**src/rtl/tccc_pkg.sv**
```systemverilog
// Package for the text console cursor controller.
// Holds the action codes, character constants, register indexes and the queue record.
// No dependencies.
package tccc_pkg;

  localparam int BYTE_W  = 8;
  localparam int ACT_W   = 2;
  localparam int CFG_IDX_W = 2;

  localparam logic [ACT_W-1:0] ACT_SERIAL = 2'd0;
  localparam logic [ACT_W-1:0] ACT_DRAW   = 2'd1;
  localparam logic [ACT_W-1:0] ACT_SCROLL = 2'd2;
  localparam logic [ACT_W-1:0] ACT_CLEAR  = 2'd3;

  localparam logic [CFG_IDX_W-1:0] REG_TEXT_COLUMNS = 2'd0;
  localparam logic [CFG_IDX_W-1:0] REG_TEXT_ROWS    = 2'd1;

  localparam logic OP_PUT   = 1'b0;
  localparam logic OP_CLEAR = 1'b1;

  localparam logic [BYTE_W-1:0] CH_BS        = 8'd8;
  localparam logic [BYTE_W-1:0] CH_TAB       = 8'd9;
  localparam logic [BYTE_W-1:0] CH_NL        = 8'd10;
  localparam logic [BYTE_W-1:0] CH_SPACE     = 8'd32;
  localparam logic [BYTE_W-1:0] CH_PRINT_MIN = 8'd32;

  typedef enum logic [1:0] {
    CMD_CLEAR,
    CMD_ECHO,
    CMD_BKSP
  } cmd_kind_t;

  // One classified item: the back end expands it into its actions.
  typedef struct packed {
    cmd_kind_t         kind;
    logic [BYTE_W-1:0] glyph;
    logic              scroll;
    logic              draw;
    logic [BYTE_W-1:0] col;
    logic [BYTE_W-1:0] row;
  } cmd_rec_t;

endpackage

```
**src/rtl/tccc_in_if.sv**
```systemverilog
// Input channel of the console cursor controller: opcode and character byte.
// Depends on tccc_pkg.
interface tccc_in_if;
  logic                         valid;
  logic                         ready;
  logic                         opcode;
  logic [tccc_pkg::BYTE_W-1:0]  char_code;

  modport source (output valid, output opcode, output char_code, input ready);
  modport sink   (input valid, input opcode, input char_code, output ready);
endinterface

```
**src/rtl/tccc_out_if.sv**
```systemverilog
// Result channel of the console cursor controller: one or more actions per item.
// Depends on tccc_pkg.
interface tccc_out_if;
  logic                         valid;
  logic                         ready;
  logic [tccc_pkg::ACT_W-1:0]   action;
  logic [tccc_pkg::BYTE_W-1:0]  glyph_byte;
  logic [tccc_pkg::BYTE_W-1:0]  cell_column;
  logic [tccc_pkg::BYTE_W-1:0]  cell_row;
  logic                         last;

  modport source (output valid, output action, output glyph_byte, output cell_column,
                  output cell_row, output last, input ready);
  modport sink   (input valid, input action, input glyph_byte, input cell_column,
                  input cell_row, input last, output ready);
endinterface

```
**src/rtl/tccc_cfg_if.sv**
```systemverilog
// Configuration write channel of the console cursor controller.
// Depends on tccc_pkg.
interface tccc_cfg_if;
  logic                            valid;
  logic                            ready;
  logic [tccc_pkg::CFG_IDX_W-1:0]  index;
  logic [tccc_pkg::BYTE_W-1:0]     data;

  modport source (output valid, output index, output data, input ready);
  modport sink   (input valid, input index, input data, output ready);
endinterface

```
**src/rtl/text_console_cursor_controller_core.sv**
```systemverilog
// Text console cursor controller: put-character and clear items in, cell actions out.
// The first action of an item reaches the output register after the item has passed the command queue.
// Throughput: one item per cycle at the input while the command queue has room;
// the output gives one action per cycle while ready; an item gives 1 to 4 actions (tab: none).
// Reset (rst_n low, synchronous) zeroes the screen size, the cursor, the queue and output valid.
module text_console_cursor_controller_core #(
  parameter int QUEUE_DEPTH = 4
) (
  input  logic        clk,
  input  logic        rst_n,
  tccc_in_if.sink     in_chan,
  tccc_cfg_if.sink    cfg_chan,
  tccc_out_if.source  out_chan
);
  import tccc_pkg::*;

  logic     q_full, q_push, q_pop, q_valid;
  cmd_rec_t push_rec, head_rec;

  tccc_front u_front (
    .clk      (clk),
    .rst_n    (rst_n),
    .in_chan  (in_chan),
    .cfg_chan (cfg_chan),
    .q_full   (q_full),
    .q_push   (q_push),
    .q_rec    (push_rec)
  );

  tccc_queue #(
    .DEPTH (QUEUE_DEPTH)
  ) u_queue (
    .clk        (clk),
    .rst_n      (rst_n),
    .push       (q_push),
    .push_rec   (push_rec),
    .full       (q_full),
    .pop        (q_pop),
    .head_valid (q_valid),
    .head_rec   (head_rec)
  );

  tccc_back u_back (
    .clk      (clk),
    .rst_n    (rst_n),
    .q_valid  (q_valid),
    .q_rec    (head_rec),
    .q_pop    (q_pop),
    .out_chan (out_chan)
  );

endmodule

```
**src/rtl/tccc_front.sv**
```systemverilog
// Front end: holds the screen size registers and the cursor, classifies each item and pushes
// one command record into the queue for every item but a tab. Depends on tccc_pkg and the channel interfaces.
module tccc_front (
  input  logic               clk,
  input  logic               rst_n,
  tccc_in_if.sink            in_chan,
  tccc_cfg_if.sink           cfg_chan,
  input  logic               q_full,
  output logic               q_push,
  output tccc_pkg::cmd_rec_t q_rec
);
  import tccc_pkg::*;

  logic [BYTE_W-1:0] cols_r, rows_r;
  logic [BYTE_W-1:0] col_r, col_nxt;
  logic [BYTE_W-1:0] row_r, row_nxt;

  logic              accept;
  logic              screen;
  logic              adv_scroll;
  logic [BYTE_W-1:0] adv_row;
  logic [BYTE_W-1:0] pc_col, pc_row;
  logic              wrap;
  logic [BYTE_W-1:0] ch;

  assign in_chan.ready  = !q_full;
  assign cfg_chan.ready = 1'b1;
  assign accept         = in_chan.valid && in_chan.ready;
  assign ch             = in_chan.char_code;
  assign screen         = (cols_r != '0) && (rows_r != '0);

  // line advance: scroll when the next row would be past the last one
  assign adv_scroll = ({1'b0, row_r} + 9'd1) >= {1'b0, rows_r};
  assign adv_row    = adv_scroll ? (rows_r - 8'd1) : (row_r + 8'd1);

  // printable: late wrap when the column has reached the column count
  assign wrap   = col_r >= cols_r;
  assign pc_col = wrap ? '0 : col_r;
  assign pc_row = wrap ? adv_row : row_r;

  always_comb begin
    col_nxt       = col_r;
    row_nxt       = row_r;
    q_push        = 1'b0;
    q_rec.kind    = CMD_ECHO;
    q_rec.glyph   = ch;
    q_rec.scroll  = 1'b0;
    q_rec.draw    = 1'b0;
    q_rec.col     = '0;
    q_rec.row     = '0;
    if (in_chan.opcode == OP_CLEAR) begin
      q_push     = accept;
      q_rec.kind = CMD_CLEAR;
      col_nxt    = '0;
      row_nxt    = '0;
    end else if (ch != CH_TAB) begin
      q_push = accept;
      if (ch == CH_BS) begin
        q_rec.kind = CMD_BKSP;
        if (screen) begin
          if (col_r != '0) begin
            col_nxt    = col_r - 8'd1;
            q_rec.draw = 1'b1;
          end else if (row_r != '0) begin
            row_nxt    = row_r - 8'd1;
            col_nxt    = cols_r - 8'd1;
            q_rec.draw = 1'b1;
          end
          q_rec.col = col_nxt;
          q_rec.row = row_nxt;
        end
      end else if (screen && ch == CH_NL) begin
        q_rec.scroll = adv_scroll;
        col_nxt      = '0;
        row_nxt      = adv_row;
      end else if (screen && ch >= CH_PRINT_MIN) begin
        q_rec.scroll = wrap && adv_scroll;
        q_rec.draw   = 1'b1;
        q_rec.col    = pc_col;
        q_rec.row    = pc_row;
        col_nxt      = pc_col + 8'd1;
        row_nxt      = pc_row;
      end
    end
  end

  always_ff @(posedge clk) begin
    if (!rst_n) begin
      cols_r <= '0;
      rows_r <= '0;
      col_r  <= '0;
      row_r  <= '0;
    end else begin
      if (cfg_chan.valid) begin
        if (cfg_chan.index == REG_TEXT_COLUMNS) begin
          cols_r <= cfg_chan.data;
        end else if (cfg_chan.index == REG_TEXT_ROWS) begin
          rows_r <= cfg_chan.data;
        end
      end
      if (accept) begin
        col_r <= col_nxt;
        row_r <= row_nxt;
      end
    end
  end

endmodule

```
**src/rtl/tccc_queue.sv**
```systemverilog
// Short command queue between front and back end.
// Depends on tccc_pkg for the record type.
module tccc_queue #(
  parameter int DEPTH = 4
) (
  input  logic               clk,
  input  logic               rst_n,
  input  logic               push,
  input  tccc_pkg::cmd_rec_t push_rec,
  output logic               full,
  input  logic               pop,
  output logic               head_valid,
  output tccc_pkg::cmd_rec_t head_rec
);
  import tccc_pkg::*;

  localparam int PTR_W = (DEPTH > 1) ? $clog2(DEPTH) : 1;
  localparam int CNT_W = $clog2(DEPTH + 1);

  cmd_rec_t          slots_r [DEPTH];
  logic [PTR_W-1:0]  wr_ptr_r, rd_ptr_r;
  logic [CNT_W-1:0]  count_r;

  assign full       = count_r == CNT_W'(DEPTH);
  assign head_valid = count_r != '0;
  assign head_rec   = slots_r[rd_ptr_r];

  function automatic logic [PTR_W-1:0] ptr_inc(input logic [PTR_W-1:0] p);
    ptr_inc = (p == PTR_W'(DEPTH - 1)) ? '0 : p + PTR_W'(1);
  endfunction

  always_ff @(posedge clk) begin
    if (push) begin
      slots_r[wr_ptr_r] <= push_rec;
    end
  end

  always_ff @(posedge clk) begin
    if (!rst_n) begin
      wr_ptr_r <= '0;
      rd_ptr_r <= '0;
      count_r  <= '0;
    end else begin
      if (push) begin
        wr_ptr_r <= ptr_inc(wr_ptr_r);
      end
      if (pop) begin
        rd_ptr_r <= ptr_inc(rd_ptr_r);
      end
      if (push && !pop) begin
        count_r <= count_r + CNT_W'(1);
      end else if (pop && !push) begin
        count_r <= count_r - CNT_W'(1);
      end
    end
  end

endmodule

```
**src/rtl/tccc_back.sv**
```systemverilog
// Back end: expands the command at the queue head into its actions, one per cycle unless
// the output stalls, into the output register. Depends on tccc_pkg and tccc_out_if.
module tccc_back (
  input  logic               clk,
  input  logic               rst_n,
  input  logic               q_valid,
  input  tccc_pkg::cmd_rec_t q_rec,
  output logic               q_pop,
  tccc_out_if.source         out_chan
);
  import tccc_pkg::*;

  logic              out_valid_r;
  logic [ACT_W-1:0]  action_r;
  logic [BYTE_W-1:0] glyph_r, col_r, row_r;
  logic              last_r;
  logic [1:0]        step_r;

  logic              load;
  logic [2:0]        n_act;
  logic              is_last;
  logic [ACT_W-1:0]  act_c;
  logic [BYTE_W-1:0] glyph_c, col_c, row_c;

  assign load  = q_valid && (!out_valid_r || out_chan.ready);
  assign q_pop = load && is_last;

  always_comb begin
    unique case (q_rec.kind)
      CMD_CLEAR: n_act = 3'd1;
      CMD_BKSP:  n_act = 3'd3 + {2'b00, q_rec.draw};
      CMD_ECHO:  n_act = 3'd1 + {2'b00, q_rec.scroll} + {2'b00, q_rec.draw};
      default:   n_act = 3'd1;
    endcase
  end

  assign is_last = ({1'b0, step_r} + 3'd1) == n_act;

  always_comb begin
    act_c   = ACT_SERIAL;
    glyph_c = '0;
    col_c   = '0;
    row_c   = '0;
    unique case (q_rec.kind)
      CMD_CLEAR: begin
        act_c = ACT_CLEAR;
      end
      CMD_BKSP: begin
        if (step_r == 2'd3) begin
          act_c   = ACT_DRAW;
          glyph_c = CH_SPACE;
          col_c   = q_rec.col;
          row_c   = q_rec.row;
        end else begin
          glyph_c = (step_r == 2'd1) ? CH_SPACE : CH_BS;
        end
      end
      CMD_ECHO: begin
        if (step_r == 2'd0) begin
          glyph_c = q_rec.glyph;
        end else if (step_r == 2'd1 && q_rec.scroll) begin
          act_c = ACT_SCROLL;
        end else begin
          act_c   = ACT_DRAW;
          glyph_c = q_rec.glyph;
          col_c   = q_rec.col;
          row_c   = q_rec.row;
        end
      end
      default: begin
        act_c = ACT_SERIAL;
      end
    endcase
  end

  always_ff @(posedge clk) begin
    if (load) begin
      action_r <= act_c;
      glyph_r  <= glyph_c;
      col_r    <= col_c;
      row_r    <= row_c;
      last_r   <= is_last;
    end
  end

  always_ff @(posedge clk) begin
    if (!rst_n) begin
      out_valid_r <= 1'b0;
      step_r      <= '0;
    end else begin
      if (load) begin
        out_valid_r <= 1'b1;
        step_r      <= is_last ? 2'd0 : step_r + 2'd1;
      end else if (out_chan.ready) begin
        out_valid_r <= 1'b0;
      end
    end
  end

  assign out_chan.valid       = out_valid_r;
  assign out_chan.action      = action_r;
  assign out_chan.glyph_byte  = glyph_r;
  assign out_chan.cell_column = col_r;
  assign out_chan.cell_row    = row_r;
  assign out_chan.last        = last_r;

`ifndef SYNTHESIS
  // a command in progress never leaves the queue head early
  a_step_has_head: assert property (@(posedge clk) disable iff (!rst_n)
    step_r != 2'd0 |-> q_valid)
    else $error("back end mid-command without a queued command");

  // clear and scroll carry no glyph or cell
  a_plain_actions_zero: assert property (@(posedge clk) disable iff (!rst_n)
    out_valid_r && (action_r == ACT_CLEAR || action_r == ACT_SCROLL)
      |-> glyph_r == '0 && col_r == '0 && row_r == '0)
    else $error("scroll or clear with non-zero payload");

  // a clear is always the only action of its item
  a_clear_is_last: assert property (@(posedge clk) disable iff (!rst_n)
    out_valid_r && action_r == ACT_CLEAR |-> last_r)
    else $error("clear action not marked last");

  // a pop ends a run, so the next action starts from the first step
  a_pop_restarts: assert property (@(posedge clk) disable iff (!rst_n)
    q_pop |=> step_r == 2'd0)
    else $error("step counter not reset after pop");
`endif

endmodule
```
**src/flat_wrapper.sv**
```systemverilog
// flat-port wrapper written by rule: the top's interface ports become plain ports
module text_console_cursor_controller_core_flat import tccc_pkg::*;
#(
  parameter int QUEUE_DEPTH = 4
)
  (clk, rst_n, in_chan_valid, in_chan_opcode, in_chan_char_code, in_chan_ready, cfg_chan_valid, cfg_chan_index, cfg_chan_data, cfg_chan_ready, out_chan_valid, out_chan_action, out_chan_glyph_byte, out_chan_cell_column, out_chan_cell_row, out_chan_last, out_chan_ready);
  tccc_in_if in_chan_i ();
  tccc_cfg_if cfg_chan_i ();
  tccc_out_if out_chan_i ();
  input  logic clk;
  input  logic rst_n;
  input wire logic [$bits(in_chan_i.valid)-1:0] in_chan_valid;
  input wire logic [$bits(in_chan_i.opcode)-1:0] in_chan_opcode;
  input wire logic [$bits(in_chan_i.char_code)-1:0] in_chan_char_code;
  output wire logic [$bits(in_chan_i.ready)-1:0] in_chan_ready;
  input wire logic [$bits(cfg_chan_i.valid)-1:0] cfg_chan_valid;
  input wire logic [$bits(cfg_chan_i.index)-1:0] cfg_chan_index;
  input wire logic [$bits(cfg_chan_i.data)-1:0] cfg_chan_data;
  output wire logic [$bits(cfg_chan_i.ready)-1:0] cfg_chan_ready;
  output wire logic [$bits(out_chan_i.valid)-1:0] out_chan_valid;
  output wire logic [$bits(out_chan_i.action)-1:0] out_chan_action;
  output wire logic [$bits(out_chan_i.glyph_byte)-1:0] out_chan_glyph_byte;
  output wire logic [$bits(out_chan_i.cell_column)-1:0] out_chan_cell_column;
  output wire logic [$bits(out_chan_i.cell_row)-1:0] out_chan_cell_row;
  output wire logic [$bits(out_chan_i.last)-1:0] out_chan_last;
  input wire logic [$bits(out_chan_i.ready)-1:0] out_chan_ready;
  assign in_chan_i.valid = in_chan_valid;
  assign in_chan_i.opcode = in_chan_opcode;
  assign in_chan_i.char_code = in_chan_char_code;
  assign in_chan_ready = in_chan_i.ready;
  assign cfg_chan_i.valid = cfg_chan_valid;
  assign cfg_chan_i.index = cfg_chan_index;
  assign cfg_chan_i.data = cfg_chan_data;
  assign cfg_chan_ready = cfg_chan_i.ready;
  assign out_chan_valid = out_chan_i.valid;
  assign out_chan_action = out_chan_i.action;
  assign out_chan_glyph_byte = out_chan_i.glyph_byte;
  assign out_chan_cell_column = out_chan_i.cell_column;
  assign out_chan_cell_row = out_chan_i.cell_row;
  assign out_chan_last = out_chan_i.last;
  assign out_chan_i.ready = out_chan_ready;
  text_console_cursor_controller_core #(.QUEUE_DEPTH(QUEUE_DEPTH)) u_core (.clk(clk), .rst_n(rst_n), .in_chan(in_chan_i), .cfg_chan(cfg_chan_i), .out_chan(out_chan_i));
endmodule
```
**config.mk**
```make
export PLATFORM = sky130hd
export DESIGN_NAME = text_console_cursor_controller_core_flat
export DESIGN_NICKNAME = d
export VERILOG_FILES = /design/src/rtl/tccc_pkg.sv /design/src/rtl/tccc_in_if.sv /design/src/rtl/tccc_out_if.sv /design/src/rtl/tccc_cfg_if.sv /design/src/rtl/text_console_cursor_controller_core.sv /design/src/rtl/tccc_front.sv /design/src/rtl/tccc_queue.sv /design/src/rtl/tccc_back.sv /design/src/flat_wrapper.sv
export SDC_FILE = /design/constraint.sdc
export NUM_CORES = 1
export LEC_CHECK = 0
export BUFFER_PORTS_ARGS = -buffer_cell sky130_fd_sc_hd__buf_2
export CORE_MARGIN = 5
export CORE_UTILIZATION = 65
export DETAILED_ROUTE_END_ITERATION = 16
export GPL_TIMING_DRIVEN = 0
export PLACE_DENSITY = 0.84
export RECOVER_POWER = 25
export SYNTH_ARGS = -nofsm -noshare
export SYNTH_HDL_FRONTEND = slang
export SYNTH_SLANG_ARGS = --single-unit
```
**constraint.sdc**
```tcl
create_clock -name clk -period 6.96 [get_ports clk]
set_clock_uncertainty 0.15 [all_clocks]
set_input_delay 1.74 -clock clk [delete_from_list [all_inputs] [get_ports clk]]
set_output_delay 1.74 -clock clk [all_outputs]
set_load 0.02 [all_outputs]
```
==> metrics.md <==
| Metric | Value |
|---|---|
| Pint | 2.348 mW |
| Die area | ~17000 um2 |
| Worst Setup End Kind | register |
| First-pass GRT wire length | 35960 um |
| Syn Nets | roughly 840 |
| Slew HR | between 10% and 20% |
| CTS tree | built |
| Max-cap violations | 0 |
| Synth warn | 0 |
| Number of CTS-inserted buffers | 17 |
| Compound-cell area share of the yosys netlist | about a tenth |
| Total grt overflow | 0 |
| Core Util, Final | 73.94% |
| Buffers inserted by post-CTS timing repair | 0 |
| Fmax | 196.4 MHz |
| Cell Chain, Critical Path | clkbuf_1, clkbuf_1, mux4_2, inv_1, ha_1, clkbuf_1, nand2_1, o22ai_1, xor2_1, a21oi_2, nand2_1, ha_1, inv_1, fa_1, xor2_1, or3_1, a21oi_1 |
| Final wirelength | 22520 um |
| Drt pass-1 iters | 5 |
| Pins Over Slew Limit | 0 |
| Largest net degree at the start of global routing | 31 |
| Clk buf depth | 2 |
| Setup TNS | 0 ps |
| Placement Rows | 43 |
| Fill count | 935 |
| Total Routing Usage GR | 28.37% |
| Asr flop ratio synth | 0% |
| Critical Path Fanout Max | 10 |
| Sw Share | 36.33% |
| Placed insts | approximately 1k |
| Synth-to-Final Area Change | 11.03% |
| Vias per inst | 6.319 |
| Routed len/inst | 21.80 um |
| Antenna viol nets, final | 0 |
| Initial Util | 66.60% |
| Main combinational cell family by area after synthesis | simple AND/OR/NAND/NOR gates |
| EDFF count, synth | between 100 and 150 |
| Routability cong. | 0.9432 |
| Mean post-synth cell area | 12.05 um2 |
| Leak | approximately 3.9 nW |
| Final Non-Filler Cells | just over 1k |
| Simple-gate area share of the yosys netlist | 14.02% |
| Post-route DRC violation count | 0 |
| Root Buffer | clkbuf_16 |
| XOR/XNOR Fraction of Synth Area | 2.737% |
| Clock Latency Late Sink | 430 ps |
| RSZ-0062 raised after global routing | no |
| Ant diodes | 0 |
| Core area | 13930 um2 |
| Power share of the clock group | 26.0% |
| Total number of vias | ~6.5k |
| Yosys reg bits | 183 |
| Io pins | 54 |
| Clk slew on worst S/H paths | about 70 ps |
| Die Height | 129.5 um |
| Seq/Total Area, Yosys | between 50% and 60% |
| Layout cells sized above 1 | between 10% and 20% |
| Tmin final | roughly 5000 ps |
| Input/output buffers | 51 |
| Sequential fraction of design power | 39.2% |
| Critical Path RT | between 7000 and 8000 ps |
| Worst Path Buf+Inv | 5 |
| Crit-path leading delay family | buffers and inverters |
| Most frequent CP cell | clkbuf_1 |
| Slowest CP cell | clkbuf_1 |
| CP peak stage delay | 610 ps |
| Worst hold margin | 340.3 ps |
| Prevailing post-synth register cell | edfxtp_1 |
| Net Switching | 1.340 mW |
| CTS H-Tree Depth | 4 |
| Post-synthesis mux area share | 9.141% |
| Vias in the first global route | roughly 6.7k |
| Synth Area in Adders | 5.609% |
| Initial antenna violation count | 0 |
| Total Power | 3.688 mW |
| Hold_buf cts | 0 |
| Fin nets | approximately 910 |
| Worst Setup Start Kind | register |
| Resized cells post-CTS | 0 |
| Worst EP arrival | 5300 ps |
| Final setup fails | 0 |
| Final hold vios | 0 |
| TritonCTS Sinks | 183 |
| Yosys cell types | 83 |
| Peak supply drop | 193.2 uV |
| CP Class | reg -> reg |
| Final HPWL DP | approximately 16000 um |
| Min-delay worst type | reg -> reg |
| 1st-iter DRT viols | 674 |
| Syn Std Cell Area | 9280 um2 |
| Slew @ Worst Pin | 1245 ps |
| Logic pwr share | 34.8% |
| Power per Cell Area | 357.9 nW/um2 |
| Die width | 129.5 um |
| Crit share post-route | roughly 73% |
| Outcome | finished clean |
| Synth Instances | 770 |
## worst min-delay path, delay by kind of cell (launching register included)
| kind | cells | cell delay [ps] |
|---|---|---|
| compound gates | 1 | 50 |
| flops | 1 | 330 |
| simple gates | 1 | 60 |
## through the flow
step	setup slack [ps]	area [um2]
5_1_grt	1634	10300
3_3_place_gp	2311	9761
3_5_place_dp	2154	9766
4_1_cts	2140	10350
2_1_floorplan	2974	9280
6_report	1867	10300
## power by group through the flow
stage          sequential (mW)  clock [mW]  combinational, mW
2_1_floorplan             1.55           0              0.818
3_3_place_gp              1.45           0               1.24
3_5_place_dp              1.46           0               1.29
4_1_cts                   1.44       0.960               1.30
5_1_grt                   1.46        1.02               1.39
6_report                  1.44       0.959               1.28
## path summary, 6_finish.rpt
kind	startpoint	to	slack, ps	cells after the start
max	register	u_core.u_queue.count_r[2]	1870	17
min	u_core.u_back.out_chan.valid	u_core.u_back.out_chan.valid	340	2
max reg2reg	register	u_core.u_queue.count_r[2]	1870	17
min reg2reg	u_core.u_back.out_chan.valid	u_core.u_back.out_chan.valid	340	2
## Yosys cell counts (all sizes together) (10+ instances only)
master / n / share of area, %
a21oi: 44 / 2.5
a31oi: 10 / 0.67
and3: 26 / 1.8
buf: 20 / 1.5
clkbuf: 23 / 0.94
dfxtp: 44 / 9.5
edfxtp: 139 / 45
ha: 40 / 5.4
inv: 39 / 1.6
mux2i: 15 / 1.6
mux4: 28 / 6.8
nand2: 42 / 1.7
nand3: 13 / 0.70
nor2: 75 / 3.2
nor3: 21 / 1.3
o21ai: 34 / 1.9
xnor2: 17 / 1.6
xor2: 12 / 1.1
## area by class of cell
type / instances / area [um2] / area share, %
flip-flops and latches: 183 / 5055 / 49.06
multi-input cells: 505 / 3854 / 37.40
clock buffers: 17 / 425.4 / 4.129
plain buffers: 43 / 225.2 / 2.186
well taps: 180 / 225.2 / 2.186
repair buffers: 51 / 210.2 / 2.040
clock inverters: 15 / 162.7 / 1.579
inverters: 39 / 146.4 / 1.421
## layout by cell type, fill, tap and decap left out, types with 25 or more instances in the layout
master,instances
ha_1,40
edfxtp_1,139
inv_1,39
nor2_1,74
nand2_1,41
clkbuf_1,60
o21ai_0,29
and3_1,25
mux4_2,28
dfxtp_1,44
a21oi_1,41
## flip-flops by register name, indices dropped and copies added (netlist names), 3 cells and up, named ones only
signal / cells
u_core.u_queue.slots_r: 112
u_core.u_front.cols_r: 8
u_core.u_front.rows_r: 8
u_core.u_back.out_chan.cell_column: 8
u_core.u_back.out_chan.glyph_byte: 8
u_core.u_back.out_chan.cell_row: 8
u_core.u_queue.count_r: 3
u_core.u_front.col_r: 8
u_core.u_front.row_r: 8
## layer usage
metal | vias to the layer above | track usage, % | wire length (um)
li1 | 3010 | - | -
met4 | 0 | 10.15 | 444
met2 | 287 | 48.23 | 11320
met3 | 42 | 5.482 | 1456
met5 | - | 0 | 0
met1 | 3189 | 36.65 | 9304
## logic make-up (layout without fill, tap and decap cells)
group           after synthesis  count (layout)
other cells                   1               1
compound gates              144             144
simple gates                241             241
xor+xnor                     29              29
buf+inv                      82             165
flops                       183             183
fa+ha+maj                    41              41
mux                          49              49
No activity file was read; power rests on OpenSTA's default activity.
